--- src/scfe_pkg.sv ---
`timescale 1ns / 1ps
package scfe_pkg;

   // Operation codes of an input transfer.
   localparam logic [2:0] OP_SEL_FALL  = 3'd0;
   localparam logic [2:0] OP_RX_BYTE   = 3'd1;
   localparam logic [2:0] OP_SEL_RISE  = 3'd2;
   localparam logic [2:0] OP_TX_REQ    = 3'd3;
   localparam logic [2:0] OP_RPL_BEGIN = 3'd4;
   localparam logic [2:0] OP_RPL_BYTE  = 3'd5;
   localparam logic [2:0] OP_PAY_READ  = 3'd6;

   // Result kinds.
   localparam logic [1:0] KIND_ACK     = 2'd0;
   localparam logic [1:0] KIND_VALID   = 2'd1;
   localparam logic [1:0] KIND_TX      = 2'd2;
   localparam logic [1:0] KIND_PAYLOAD = 2'd3;

   // Configuration register indexes.
   localparam logic [1:0] CSR_START    = 2'd0;
   localparam logic [1:0] CSR_IOERR    = 2'd1;
   localparam logic [1:0] CSR_SEQ_EN   = 2'd2;
   localparam logic [1:0] CSR_REW_BND  = 2'd3;

   // One CRC-16/CCITT-FALSE byte update, eight narrow shift steps.
   function automatic logic [15:0] crc_feed(input logic [15:0] crc, input logic [7:0] b);
      logic [15:0] c;
      c = crc ^ {b, 8'h00};
      for (int k = 0; k < 8; k++) begin
         c = c[15] ? ({c[14:0], 1'b0} ^ 16'h1021) : {c[14:0], 1'b0};
      end
      return c;
   endfunction

endpackage

--- src/scfe_ram.sv ---
`timescale 1ns / 1ps
// Single-port-write, single-port-read byte store with registered read data.
module scfe_ram #(
   parameter int AW = 8
) (
   input  logic          clock,
   input  logic          wr_en,
   input  logic [AW-1:0] wr_addr,
   input  logic [7:0]    wr_data,
   input  logic [AW-1:0] rd_addr,
   output logic [7:0]    rd_data
);
   logic [7:0] mem [0:(1<<AW)-1];
   logic [7:0] rd_data_ff;

   always_ff @(posedge clock) begin
      if (wr_en) begin
         mem[wr_addr] <= wr_data;
      end
      rd_data_ff <= mem[rd_addr];
   end

   assign rd_data = rd_data_ff;
endmodule

--- src/sof_crc_frame_slave_endpoint_top.sv ---
`timescale 1ns / 1ps
// Channel | Handshake        | Contents
// req     | tvalid / tready  | tuser: operation; tlast: reply_last;
//         |                  | tdata: data_byte, reply_status, byte_index
// rsp     | tvalid / tready  | tuser: result_kind; tdata: command_code, payload_length,
//         |                  | out_byte, transmit_pending, error_staged, cursor_rewound
// csr     | csr_wr_en        | csr_index, csr_data
// One transfer is handled at a time by a sequencer around two byte memories.
// Acknowledge-only operations go from DISP to OUT; transmit and payload reads pass
// through TXRD or PAYRD; a reply begin passes through PUT1 and CMDRD (and CLOSE1 and
// CLOSE2 when it also closes the reply); a closing reply byte through CLOSE1 and CLOSE2.
// A select rise walks the request one byte a cycle and may then stage an error reply.
// Reset clears the sequencer state, counters and output valid; memory contents are undefined until written.
// A finished result waits in the output register; the sequencer only stalls in its
// last step while that register still holds an untaken result.
module sof_crc_frame_slave_endpoint_top #(
   parameter int MAX_PAYLOAD = 60,
   parameter int FRAME_BYTES = 64,
   parameter int STAMP_SHIFT = 4
) (
   input  logic        clock,
   input  logic        reset,
   input  logic        req_tvalid,
   output logic        req_tready,
   // [2:0] operation
   input  logic [2:0]  req_tuser,
   input  logic        req_tlast,
   // [7:0] data_byte, [15:8] reply_status, [21:16] byte_index, [23:22] zero
   input  logic [23:0] req_tdata,
   output logic        rsp_tvalid,
   input  logic        rsp_tready,
   // [1:0] result_kind
   output logic [1:0]  rsp_tuser,
   // [7:0] command_code, [13:8] payload_length, [21:14] out_byte,
   // [22] transmit_pending, [23] error_staged, [24] cursor_rewound, [31:25] zero
   output logic [31:0] rsp_tdata,
   input  logic        csr_wr_en,
   input  logic [1:0]  csr_index,
   input  logic [7:0]  csr_data
);
   localparam int AW = (FRAME_BYTES > MAX_PAYLOAD + 4) ? $clog2(FRAME_BYTES) :
                       $clog2(MAX_PAYLOAD + 4);
   localparam int CW = AW + 1;
   localparam logic [CW-1:0] FRAME_LIM = CW'(FRAME_BYTES);
   localparam logic [CW-1:0] FILL_LIM  = CW'(MAX_PAYLOAD + 2);

   localparam logic [3:0] S_IDLE   = 4'd0;
   localparam logic [3:0] S_DISP   = 4'd1;
   localparam logic [3:0] S_WALK   = 4'd2;
   localparam logic [3:0] S_CHECK  = 4'd3;
   localparam logic [3:0] S_PUT1   = 4'd4;
   localparam logic [3:0] S_CLOSE1 = 4'd5;
   localparam logic [3:0] S_CLOSE2 = 4'd6;
   localparam logic [3:0] S_TXRD   = 4'd7;
   localparam logic [3:0] S_PAYRD  = 4'd8;
   localparam logic [3:0] S_OUT    = 4'd9;
   localparam logic [3:0] S_CMDRD  = 4'd10;

   // Configuration registers.
   logic [7:0] start_ff;
   logic [3:0] ioerr_ff;
   logic       seq_en_ff;
   logic [7:0] rew_bnd_ff;

   // Control state.
   logic [3:0]    state_ff;
   logic [2:0]    op_ff;
   logic [7:0]    data_ff, rstat_ff;
   logic          last_ff;
   logic [5:0]    idx_ff;
   logic [CW-1:0] req_cnt_ff, rpl_cnt_ff, cursor_ff, fill_ff, walk_ff;
   logic [7:0]    streak_ff;
   logic [3:0]    stamp_ff;
   logic [15:0]   acc_ff, wcrc_ff;
   logic          open_ff;
   logic          nz_ff, first_ok_ff;
   logic [7:0]    got_lo_ff, got_hi_ff;
   logic          after_close_ff;
   logic [1:0]    kind_ff;
   logic [7:0]    cmd_ff, obyte_ff;
   logic [5:0]    plen_ff;
   logic          err_ff, rew_ff;
   logic          out_v_ff;
   logic [24:0]   rsp_data_ff;
   logic [1:0]    rsp_kind_ff;

   // Memory ports.
   logic          qwe, rwe;
   logic [AW-1:0] qwa, qra, rwa, rra;
   logic [7:0]    qwd, qrd, rwd, rrd;

   scfe_ram #(.AW(AW)) u_req_mem (
      .clock(clock), .wr_en(qwe), .wr_addr(qwa), .wr_data(qwd),
      .rd_addr(qra), .rd_data(qrd)
   );
   scfe_ram #(.AW(AW)) u_rpl_mem (
      .clock(clock), .wr_en(rwe), .wr_addr(rwa), .wr_data(rwd),
      .rd_addr(rra), .rd_data(rrd)
   );

   wire [2:0] in_op = req_tuser;
   assign req_tready = (state_ff == S_IDLE);
   wire acc_in = req_tvalid && req_tready;
   wire out_load = (state_ff == S_OUT) && (!out_v_ff || rsp_tready);

   // Stamped status for a freshly opened reply.
   wire [3:0] stamp_next = stamp_ff + 4'd1;
   function automatic logic [7:0] stamped(input logic [7:0] s, input logic en,
                                          input logic [3:0] st);
      logic [11:0] sh;
      sh = {8'h00, st} << STAMP_SHIFT;
      return en ? (s | sh[7:0]) : s;
   endfunction

   // Memory address and write control.
   always_comb begin
      qwe = acc_in && in_op == scfe_pkg::OP_RX_BYTE && req_cnt_ff < FRAME_LIM;
      qwa = req_cnt_ff[AW-1:0];
      qwd = req_tdata[7:0];
      qra = walk_ff[AW-1:0];
      rwe = 1'b0;
      rwa = fill_ff[AW-1:0];
      rwd = data_ff;
      rra = cursor_ff[AW-1:0];
      case (state_ff)
         S_PUT1: begin
            rwe = 1'b1;
         end
         S_CMDRD: begin
            rwe = 1'b1;
         end
         S_CLOSE1: begin
            rwe = 1'b1;
            rwd = acc_ff[7:0];
         end
         S_CLOSE2: begin
            rwe = 1'b1;
            rwd = acc_ff[15:8];
         end
         S_DISP: begin
            if (op_ff == scfe_pkg::OP_RPL_BYTE && open_ff && fill_ff < FILL_LIM) begin
               rwe = 1'b1;
            end
         end
         default: begin
         end
      endcase
   end

   wire [CW-1:0] n_crc = req_cnt_ff - CW'(2);

   always_ff @(posedge clock) begin
      if (reset) begin
         start_ff <= 8'd165; ioerr_ff <= 4'd1; seq_en_ff <= 1'b0; rew_bnd_ff <= 8'd12;
         state_ff <= S_IDLE; out_v_ff <= 1'b0;
         req_cnt_ff <= '0; rpl_cnt_ff <= '0; cursor_ff <= '0; fill_ff <= '0;
         streak_ff <= '0; stamp_ff <= '0; acc_ff <= 16'hFFFF; open_ff <= 1'b0;
         after_close_ff <= 1'b0; walk_ff <= '0;
      end else begin
         if (csr_wr_en) begin
            case (csr_index)
               scfe_pkg::CSR_START:   start_ff   <= csr_data;
               scfe_pkg::CSR_IOERR:   ioerr_ff   <= csr_data[3:0];
               scfe_pkg::CSR_SEQ_EN:  seq_en_ff  <= csr_data[0];
               scfe_pkg::CSR_REW_BND: rew_bnd_ff <= csr_data;
               default: begin
               end
            endcase
         end
         // Output register: loaded at the end of an item, held until taken.
         if (out_load) begin
            out_v_ff <= 1'b1;
            rsp_kind_ff <= kind_ff;
            rsp_data_ff <= {rew_ff, err_ff, (cursor_ff < rpl_cnt_ff), obyte_ff,
                            plen_ff, cmd_ff};
         end else if (rsp_tready) begin
            out_v_ff <= 1'b0;
         end
         case (state_ff)
            S_IDLE: begin
               if (acc_in) begin
                  op_ff <= in_op;
                  data_ff <= req_tdata[7:0];
                  rstat_ff <= req_tdata[15:8];
                  last_ff <= req_tlast;
                  idx_ff <= req_tdata[21:16];
                  kind_ff <= scfe_pkg::KIND_ACK;
                  cmd_ff <= '0; plen_ff <= '0; obyte_ff <= '0;
                  err_ff <= 1'b0; rew_ff <= 1'b0;
                  // A payload read presents its address during DISP.
                  walk_ff <= (in_op == scfe_pkg::OP_PAY_READ) ?
                             CW'(req_tdata[21:16]) + CW'(2) : '0;
                  if (in_op == scfe_pkg::OP_RX_BYTE && req_cnt_ff < FRAME_LIM) begin
                     req_cnt_ff <= req_cnt_ff + CW'(1);
                  end
                  if (in_op == scfe_pkg::OP_SEL_FALL) begin
                     req_cnt_ff <= '0;
                  end
                  state_ff <= S_DISP;
               end
            end
            S_DISP: begin
               case (op_ff)
                  scfe_pkg::OP_SEL_RISE: begin
                     nz_ff <= 1'b0; first_ok_ff <= 1'b0; wcrc_ff <= 16'hFFFF;
                     if (req_cnt_ff == '0) begin
                        state_ff <= S_CHECK;
                     end else begin
                        walk_ff <= CW'(1);
                        state_ff <= S_WALK;
                     end
                  end
                  scfe_pkg::OP_TX_REQ: begin
                     kind_ff <= scfe_pkg::KIND_TX;
                     state_ff <= S_TXRD;
                  end
                  scfe_pkg::OP_RPL_BEGIN: begin
                     if (seq_en_ff) stamp_ff <= stamp_next;
                     data_ff <= stamped(rstat_ff, seq_en_ff, stamp_next);
                     fill_ff <= CW'(1);
                     acc_ff <= scfe_pkg::crc_feed(16'hFFFF, start_ff);
                     rpl_cnt_ff <= '0; cursor_ff <= '0; streak_ff <= '0; open_ff <= 1'b1;
                     after_close_ff <= last_ff;
                     state_ff <= S_PUT1;
                  end
                  scfe_pkg::OP_RPL_BYTE: begin
                     if (open_ff && fill_ff < FILL_LIM) begin
                        fill_ff <= fill_ff + CW'(1);
                        acc_ff <= scfe_pkg::crc_feed(acc_ff, data_ff);
                     end
                     state_ff <= (open_ff && last_ff) ? S_CLOSE1 : S_OUT;
                  end
                  scfe_pkg::OP_PAY_READ: begin
                     kind_ff <= scfe_pkg::KIND_PAYLOAD;
                     state_ff <= S_PAYRD;
                  end
                  default: begin
                     state_ff <= S_OUT;
                  end
               endcase
            end
            S_PUT1: begin
               // Status byte goes to fill 1; start byte is written next.
               acc_ff <= scfe_pkg::crc_feed(acc_ff, data_ff);
               fill_ff <= CW'(0);
               data_ff <= start_ff;
               state_ff <= S_CMDRD;
            end
            S_CMDRD: begin
               // Start byte written at fill 0 this cycle.
               fill_ff <= CW'(2);
               state_ff <= after_close_ff ? S_CLOSE1 : S_OUT;
            end
            S_WALK: begin
               // qrd holds byte walk-1.
               if (qrd != 8'd0) nz_ff <= 1'b1;
               if (walk_ff == CW'(1)) first_ok_ff <= (qrd == start_ff);
               if (walk_ff <= n_crc) wcrc_ff <= scfe_pkg::crc_feed(wcrc_ff, qrd);
               if (walk_ff == CW'(2)) cmd_ff <= qrd;
               if (walk_ff == n_crc + CW'(1)) got_lo_ff <= qrd;
               if (walk_ff == n_crc + CW'(2)) got_hi_ff <= qrd;
               if (walk_ff == req_cnt_ff) begin
                  state_ff <= S_CHECK;
               end else begin
                  walk_ff <= walk_ff + CW'(1);
               end
            end
            S_CHECK: begin
               if (req_cnt_ff == '0 || (!first_ok_ff && !nz_ff)) begin
                  // Empty or all-zero transaction: rewind unless the streak is too long.
                  streak_ff <= streak_ff + 8'd1;
                  cmd_ff <= '0;
                  if (streak_ff + 8'd1 > rew_bnd_ff) begin
                     err_ff <= 1'b1;
                     rstat_ff <= {4'd0, ioerr_ff};
                     op_ff <= scfe_pkg::OP_RPL_BEGIN; last_ff <= 1'b1;
                     state_ff <= S_DISP;
                  end else begin
                     rew_ff <= 1'b1;
                     cursor_ff <= '0;
                     state_ff <= S_OUT;
                  end
               end else if (!first_ok_ff || req_cnt_ff < CW'(4) ||
                            wcrc_ff != {got_hi_ff, got_lo_ff}) begin
                  // Framing or CRC failure stages an error reply.
                  err_ff <= 1'b1;
                  cmd_ff <= '0;
                  rstat_ff <= {4'd0, ioerr_ff};
                  op_ff <= scfe_pkg::OP_RPL_BEGIN; last_ff <= 1'b1;
                  state_ff <= S_DISP;
               end else begin
                  kind_ff <= scfe_pkg::KIND_VALID;
                  plen_ff <= 6'(req_cnt_ff - CW'(4));
                  state_ff <= S_OUT;
               end
            end
            S_CLOSE1: begin
               fill_ff <= fill_ff + CW'(1);
               state_ff <= S_CLOSE2;
            end
            S_CLOSE2: begin
               rpl_cnt_ff <= fill_ff + CW'(1);
               cursor_ff <= '0; open_ff <= 1'b0;
               state_ff <= S_OUT;
            end
            S_TXRD: begin
               state_ff <= S_OUT;
               if (cursor_ff < rpl_cnt_ff) begin
                  obyte_ff <= rrd;
                  cursor_ff <= cursor_ff + CW'(1);
               end else begin
                  obyte_ff <= 8'hFF;
               end
            end
            S_PAYRD: begin
               state_ff <= S_OUT;
               if (req_cnt_ff >= CW'(4) && CW'(idx_ff) < req_cnt_ff - CW'(4)) begin
                  obyte_ff <= qrd;
               end
            end
            S_OUT: begin
               if (out_load) state_ff <= S_IDLE;
            end
            default: state_ff <= S_IDLE;
         endcase
      end
   end

   // TXRD and PAYRD both present their read address during DISP.
   assign rsp_tvalid = out_v_ff;
   assign rsp_tuser = rsp_kind_ff;
   assign rsp_tdata = {7'd0, rsp_data_ff};

   // A held result does not change until taken.
   a_stable: assert property (@(posedge clock) disable iff (reset)
      rsp_tvalid && !rsp_tready |=> $stable(rsp_tdata) && $stable(rsp_tuser))
      else $error("held result changed");
   // A select rise never both rewinds and stages an error.
   a_excl: assert property (@(posedge clock) disable iff (reset)
      rsp_tvalid |-> !(rsp_tdata[23] && rsp_tdata[24])) else $error("rewind and error together");
   // A result stays held until taken.
   a_hold: assert property (@(posedge clock) disable iff (reset)
      rsp_tvalid && !rsp_tready |=> rsp_tvalid) else $error("result dropped");
endmodule

--- config.mk ---
export PLATFORM = sky130hd
export DESIGN_NAME = sof_crc_frame_slave_endpoint_top
export DESIGN_NICKNAME = d
export VERILOG_FILES = /design/src/scfe_pkg.sv /design/src/scfe_ram.sv /design/src/sof_crc_frame_slave_endpoint_top.sv
export SDC_FILE = /design/constraint.sdc
export NUM_CORES = 1
export LEC_CHECK = 0
export BUFFER_PORTS_ARGS = -buffer_cell sky130_fd_sc_hd__buf_4
export CORE_ASPECT_RATIO = 0.5
export CORE_UTILIZATION = 60
export CTS_BUF_LIST = sky130_fd_sc_hd__clkbuf_4 sky130_fd_sc_hd__clkbuf_8
export DETAILED_ROUTE_END_ITERATION = 10
export PLACE_DENSITY = 0.76
export SYNTH_ARGS = -nofsm -noshare
export SYNTH_HDL_FRONTEND = slang
export SYNTH_SLANG_ARGS = --single-unit
--- constraint.sdc ---
create_clock -name clock -period 4.1 [get_ports clock]
set_input_delay 0.205 -clock clock [delete_from_list [all_inputs] [get_ports clock]]
set_output_delay 0.205 -clock clock [all_outputs]
set_load 0.05 [all_outputs]
==> impl_metrics.env, run 1 <==
export IMPL_status="finished, final reports clean"
export IMPL_crit_path_start_kind="flip-flop"
export IMPL_leakage_uw=0.0183
export IMPL_worst_pin_slew_ns=1.07
export IMPL_std_cell_rows=75
export IMPL_drive_above_1_share=0.225
export IMPL_cts_tree="yes"
export IMPL_pwr_density_cell_nw_per_um2=502
export IMPL_viasPerCell=6.25
export IMPL_use_met1=0.393
export IMPL_area_delta_synth_final_pct=11.8
export IMPL_rsz0062_at_grt="false"
export IMPL_post_place_cells=4172
export IMPL_ys_async_sr_fraction=0
export IMPL_grt_pass1_wl_mm=175
export IMPL_cts_sinks=1244
export IMPL_nets=3360
export IMPL_grt_start_max_net_pins=66
export IMPL_end_kind="flip-flop"
export IMPL_cts_buffer_depth=3
export IMPL_clock_skew_ns=0.0304
export IMPL_cts_setup_buffers=0
export IMPL_cp_max_fo=13
export IMPL_first_iter_violations=3404
export IMPL_synth_cell_type_count=81
export IMPL_fillers=5467
export IMPL_instances_no_fill=4518
export IMPL_hold_buffers=49
export IMPL_met3_usage=0.0501
export IMPL_clock_fmax_mhz=283
export IMPL_r2r_worst_path_cells=11
export IMPL_start_util=0.607
export IMPL_clock_latency_ns=0.86
export IMPL_chipHeight_um=208
export IMPL_ios=79
export IMPL_synthesis_area_per_instance_um2=17.0
export IMPL_period_needed_ns=3.54
export IMPL_post_route_worst_setup_slack_ns=0.564
export IMPL_vias=28200
export IMPL_dp_slack_ns=0.630
export IMPL_gp_congestion=0.923
export IMPL_hold_violations=0
export IMPL_crit_required_ns=4.56
export IMPL_wl_per_cell_um=25.9
export IMPL_yosysSeqAreaShare=0.713
export IMPL_final_antenna_net_count=0
export IMPL_min_path_cells=2
export IMPL_crit_type="flip-flop to flip-flop"
export IMPL_core_area_um2=83900
export IMPL_placed_cell_area_um2=53300
export IMPL_ys_ff_latch=1244
export IMPL_cts_max_level=4
export IMPL_synth_flop_cell="edfxtp_1"
export IMPL_period_share=0.862
export IMPL_comb_power_share=0.157
export IMPL_yosysTopAreaCell="edfxtp_1"
export IMPL_netlist_area_um2=50900
export IMPL_port_buffers=69
export IMPL_grt_pass1_vias=28100
export IMPL_relSlewSlack=0.286
export IMPL_slew_violations=0
export IMPL_hold_path_class="input pin to flip-flop"
export IMPL_sw_frac_of_total=0.271
export IMPL_syn_inst=3002
export IMPL_clkPwrFrac=0.310
export IMPL_setup_tns_final_ns=0
export IMPL_switchingPower_uw=7750
export IMPL_drt_total_wl_mm=117
export IMPL_path_clk_slew_ns=0.07
export IMPL_cap_violations=0
export IMPL_busiest_layer="met2"
export IMPL_die_area_um2=86100
export IMPL_design_area_um2=56900
export IMPL_crit_arrival_ns=3.99
export IMPL_p_seq_frac=0.533
export IMPL_utilization=0.678
export IMPL_cts_resized=0
export IMPL_dpl_hpwl_mm=73.5
export IMPL_synth_edf_count=1137
export IMPL_root_buffer="clkbuf_8"
export IMPL_intPower_uw=20800
export IMPL_numCtsBuffers=164
export IMPL_ys_warn_count=0
export IMPL_grtUsageTotal=0.276
export IMPL_antenna_found_initial=4
export IMPL_die_width_um=414
export IMPL_drcViolationCount=0
export IMPL_setup_viol=0
export IMPL_vdd_drop_max_uv=423
export IMPL_yosysTopAreaCellShare=0.671
export IMPL_overflow=0
export IMPL_dr_pass1_iters=6
export IMPL_synth_area_leaders="edfxtp_1 67%, mux4_2 11%, dfxtp_1 4.2%, nor2_1 1.9%, mux2i_1 1.6%"
export IMPL_use_met2=0.435
[critical path, cell delays in order (launching register included)]
cell and delay [ns]:
dfxtp_1 0.42, and3_1 0.27, and3_1 0.26, nand3_1 0.11, xnor2_1 0.16, ha_1 0.30, and3_1 0.18, o21ai_0 0.08
a21oi_1 0.27, or3_1 0.16, a21oi_1 0.08, nor2_1 0.83
[cells in the mapped netlist (6+ instances only)]
cell       count
xor2_1        42
a211oi_1      26
xnor2_1       85
a22oi_1       32
or2_2          9
nor2b_1       32
clkbuf_1      85
o221ai_1       8
buf_4         24
a211o_1        7
dfxtp_1      107
inv_1         36
buf_2         31
nand3b_1       9
nand4_1       16
ha_1          46
nand2_1      197
nor4_1        13
a2111oi_0      7
o22ai_1       35
and2_1        17
nand2b_1      26
o211ai_1      15
a21oi_1       70
nor3_1        32
mux2_2        12
mux2i_1       82
and3_1         9
buf_1         22
nand3_1       40
a221oi_1       6
or3_1         14
nor3b_1        6
a22o_1         7
o21ai_0       56
edfxtp_1    1137
nor2_1       258
a31oi_1       20
mux4_2       245
[metrics by stage]
| stage | hold WS [ns] | power (µW) |
|---|---|---|
| after floorplan | 0.304 | 18300 |
| after global placement | 0.406 | 19800 |
| after detailed placement | 0.405 | 19900 |
| after CTS | 0.0636 | 28700 |
| after global routing | 0.115 | 29600 |
| final | 0.151 | 28600 |
[registers in the layout (all words and copies together), names as in the netlist, 7 cells and up]
name	count
got_lo_ff	8
u_rpl_mem.rd_data	8
streak_ff	8
u_rpl_mem.mem	512
rsp_data_ff	25
rew_bnd_ff	8
data_ff	8
start_ff	8
cursor_ff	7
fill_ff	7
req_cnt_ff	7
acc_ff	16
rpl_cnt_ff	7
cmd_ff	8
u_req_mem.mem	512
walk_ff	7
u_req_mem.rd_data	8
rstat_ff	8
wcrc_ff	16
obyte_ff	8
got_hi_ff	8
[power groups by stage]
stage | Sequential [µW] | Combinational [µW] | Clock, µW
finish | 15300 | 4500 | 8850
global route | 15300 | 4790 | 9500
CTS | 15200 | 4480 | 9000
detailed placement | 15500 | 4420 | 0
global placement | 15500 | 4310 | 0
floorplan | 15300 | 3060 | 0
[cell usage in the layout, fill, tap and decap left out, types with 20 or more instances in the layout]
cell	instances
dlygate4sd3_1	49
nand3_1	40
mux4_2	245
inv_1	36
o21ai_0	56
xor2_1	42
nand2_1	189
nor2b_1	32
a21oi_1	70
a211oi_1	26
o22ai_1	35
dfxtp_1	100
a31oi_1	20
edfxtp_1	1137
mux2i_1	82
a22oi_1	32
nand2b_1	26
buf_4	205
nor3_1	31
clkinv_1	47
clkbuf_4	48
nor2_1	258
clkbuf_8	173
ha_1	46
xnor2_1	85
[routing by layer]
metal  wire [µm]  share of wire  up-vias
li1            -              -    12300
met4        3300          0.028        0
met5           0              0        -
met1       47900           0.41    14400
met3        9040          0.077      206
met2       56800           0.49     1320
[final cells by class]
cell class                      count  area (µm²)  share of cell area
Clock inverter                     72         338             0.00594
Inverter                           39         146             0.00257
Sequential cell                  1244       36300               0.638
Antenna cell                        4        10.0            0.000176
Timing Repair Buffer              263        2210              0.0388
Tap cell                         1116        1400              0.0245
Multi-Input combinational cell   1559       13800               0.242
Clock buffer                      221        2740              0.0482
[path summary, 6_finish.rpt]
path | startpoint | to | slack (ns)
setup / recovery | streak_ff[2] | rstat_ff[2] | 0.56
hold / removal | req_tdata[16] | idx_ff[0] | 0.15
hold reg to reg | cmd_ff[0] | rsp_data_ff[0] | 0.42
setup reg to reg | streak_ff[2] | rstat_ff[2] | 0.56
[logic make-up (layout without fill, tap and decap cells)]
family,Yosys count,in the layout,share of synthesized area
compound gates,342,342,0.0452
other cells,1,11,0.0000737
mux,339,339,0.127
flops,1244,1244,0.713
simple gates,698,698,0.0635
buf+inv,205,595,0.0182
xor+xnor,127,127,0.0218
fa+ha+maj,46,46,0.0113
Power figures use the tool's default switching activity.
==> inputs of run 2 (changes only) <==
--- a/config.mk
+++ b/config.mk
@@ -10,7 +10,7 @@
 export CORE_UTILIZATION = 60
 export CTS_BUF_LIST = sky130_fd_sc_hd__clkbuf_4 sky130_fd_sc_hd__clkbuf_8
 export DETAILED_ROUTE_END_ITERATION = 10
-export PLACE_DENSITY = 0.76
+export PLACE_DENSITY_LB_ADDON = 0.15
 export SYNTH_ARGS = -nofsm -noshare
 export SYNTH_HDL_FRONTEND = slang
 export SYNTH_SLANG_ARGS = --single-unit
==> run 2 against run 1 <==
Against the previous run:
- worst hold slack worse by 0.016 ns
- utilization up 0.12 points
- clock-buffer cell count up 27
- clock skew up 0.0089 ns
- final cell count about the same
- power up 1.1%
- cell area up 0.18%
- sequential share of layout area down 0.11 points
- critical path type unchanged
==> impl_metrics.env, run 2 (synthesized netlist as in run 1, its figures left out) <==
export IMPL_core_area_um2=83900
export IMPL_final_antenna_net_count=0
export IMPL_dpl_hpwl_mm=72.4
export IMPL_layout_commonest_cell="edfxtp_1"
export IMPL_grt_start_max_net_pins=74
export IMPL_antenna_found_initial=2
export IMPL_clock_skew_ns=0.0393
export IMPL_cts_resized=0
export IMPL_cts_buffer_depth=3
export IMPL_path_clk_slew_ns=0.07
export IMPL_pwr_density_cell_nw_per_um2=507
export IMPL_layout_common_cells="1,137 x edfxtp_1, 258 x nor2_1, 245 x mux4_2"
export IMPL_gp_congestion=0.889
export IMPL_port_buffers=69
export IMPL_crit_arrival_ns=4.06
export IMPL_end_kind="flip-flop"
export IMPL_overflow=0
export IMPL_drt_total_wl_mm=117
export IMPL_setup_tns_final_ns=0
export IMPL_status="finished, final reports clean"
export IMPL_ios=79
export IMPL_cts_sinks=1244
export IMPL_clock_fmax_mhz=280
export IMPL_chipHeight_um=208
export IMPL_start_util=0.607
export IMPL_dr_pass1_iters=6
export IMPL_cap_violations=0
export IMPL_die_area_um2=86100
export IMPL_relSlewSlack=0.263
export IMPL_period_share=0.872
export IMPL_std_cell_rows=75
export IMPL_cts_max_level=4
export IMPL_met3WireLength_mm=7.91
export IMPL_grt_pass1_vias=28200
export IMPL_hold_path_class="input pin to flip-flop"
export IMPL_period_needed_ns=3.57
export IMPL_die_width_um=414
export IMPL_drt_met1_wl_mm=48.7
export IMPL_crit_path_start_kind="flip-flop"
export IMPL_crit_required_ns=4.59
export IMPL_worst_pin_slew_ns=1.10
export IMPL_nets=3359
export IMPL_crit_type="flip-flop to flip-flop"
export IMPL_rsz0062_at_grt="false"
export IMPL_root_buffer="clkbuf_8"
export IMPL_grtUsageTotal=0.278
export IMPL_slew_violations=0
export IMPL_viasPerCell=6.26
export IMPL_hold_violations=0
export IMPL_fillers=5561
export IMPL_cts_setup_buffers=0
export IMPL_timing_hold_ws_ns=0.135
export IMPL_cts_tree="yes"
export IMPL_vias=28200
export IMPL_drive_above_1_share=0.229
export IMPL_area_delta_synth_final_pct=12.0
export IMPL_numCtsBuffers=166
export IMPL_vdd_drop_max_uv=362
export IMPL_cp_max_fo=20
export IMPL_leakage_uw=0.0183
export IMPL_grt_pass1_wl_mm=176
export IMPL_clock_latency_ns=0.87
export IMPL_wl_met2_mm=56.8
export IMPL_top_layer="met4"
export IMPL_setup_viol=0
export IMPL_reg_top3="u_req_mem.mem (512), u_rpl_mem.mem (512), rsp_data_ff (25)"
export IMPL_drcViolationCount=0
export IMPL_first_iter_violations=2976
export IMPL_p_total_uw=28900
export IMPL_wl_per_cell_um=26.0
export IMPL_multiInputGateArea_um2=13800
export IMPL_register_area_um2=36300
run 2: critical path, cell delays in order (launching register included):
cell and delay [ns]:
dfxtp_1 0.51, nand2b_1 0.35, nand2b_1 0.23, o31ai_1 0.51
nor2b_1 0.38, nand2_1 0.47, nor2_1 0.75
run 2: area by class of cell:
type | instances | area share
antenna | 2 | 0.0000878
clock buffer | 248 | 0.0523
clock inverter | 46 | 0.00456
inverter | 39 | 0.00257
multi-input combinational | 1559 | 0.242
sequential | 1244 | 0.637
tap | 1116 | 0.0245
timing repair buffer | 260 | 0.0378
run 2: power by group:
| part | leakage [µW] | internal [µW] | switching [µW] |
|---|---|---|---|
| registers | 0.0111 | 14800 | 506 |
| logic | 0.00554 | 1700 | 2670 |
| clock network | 0.00171 | 4710 | 4540 |
run 2: timing repair:
action | CTS | global route
hold buffers | 51 | 0
setup endpoints to repair | 0 | 0
hold endpoints to repair | 604 | 0
run 2: stage by stage:
stage / cells / util / setup slack, ns / instance area, µm²
after detailed placement: 4167 / 0.635 / 0.618 / 53300
final: 4514 / 0.680 / 0.527 / 57000
after global routing: 4513 / 0.680 / 0.386 / 57000
after CTS: 4512 / 0.680 / 0.603 / 57000
after global placement: 4167 / 0.635 / 0.706 / 53300
after floorplan: 3008 / - / 0.427 / 50900
run 2: routing by layer:
metal / vias to the layer above / GRT usage
met5: - / 0
met4: 0 / 0.116
met3: 228 / 0.0473
met2: 1123 / 0.432
met1: 14500 / 0.397
li1: 12300 / -
run 2: path summary, 6_finish.rpt:
check | depth (start not counted) | startpoint | to | slack, ns
setup / recovery | 6 | state_ff[3] | u_rpl_mem.mem[58][5] | 0.53
hold / removal | 2 | req_tdata[16] | idx_ff[0] | 0.14
setup reg to reg | 6 | state_ff[3] | u_rpl_mem.mem[58][5] | 0.53
hold reg to reg | 0 | cmd_ff[4] | rsp_data_ff[4] | 0.42
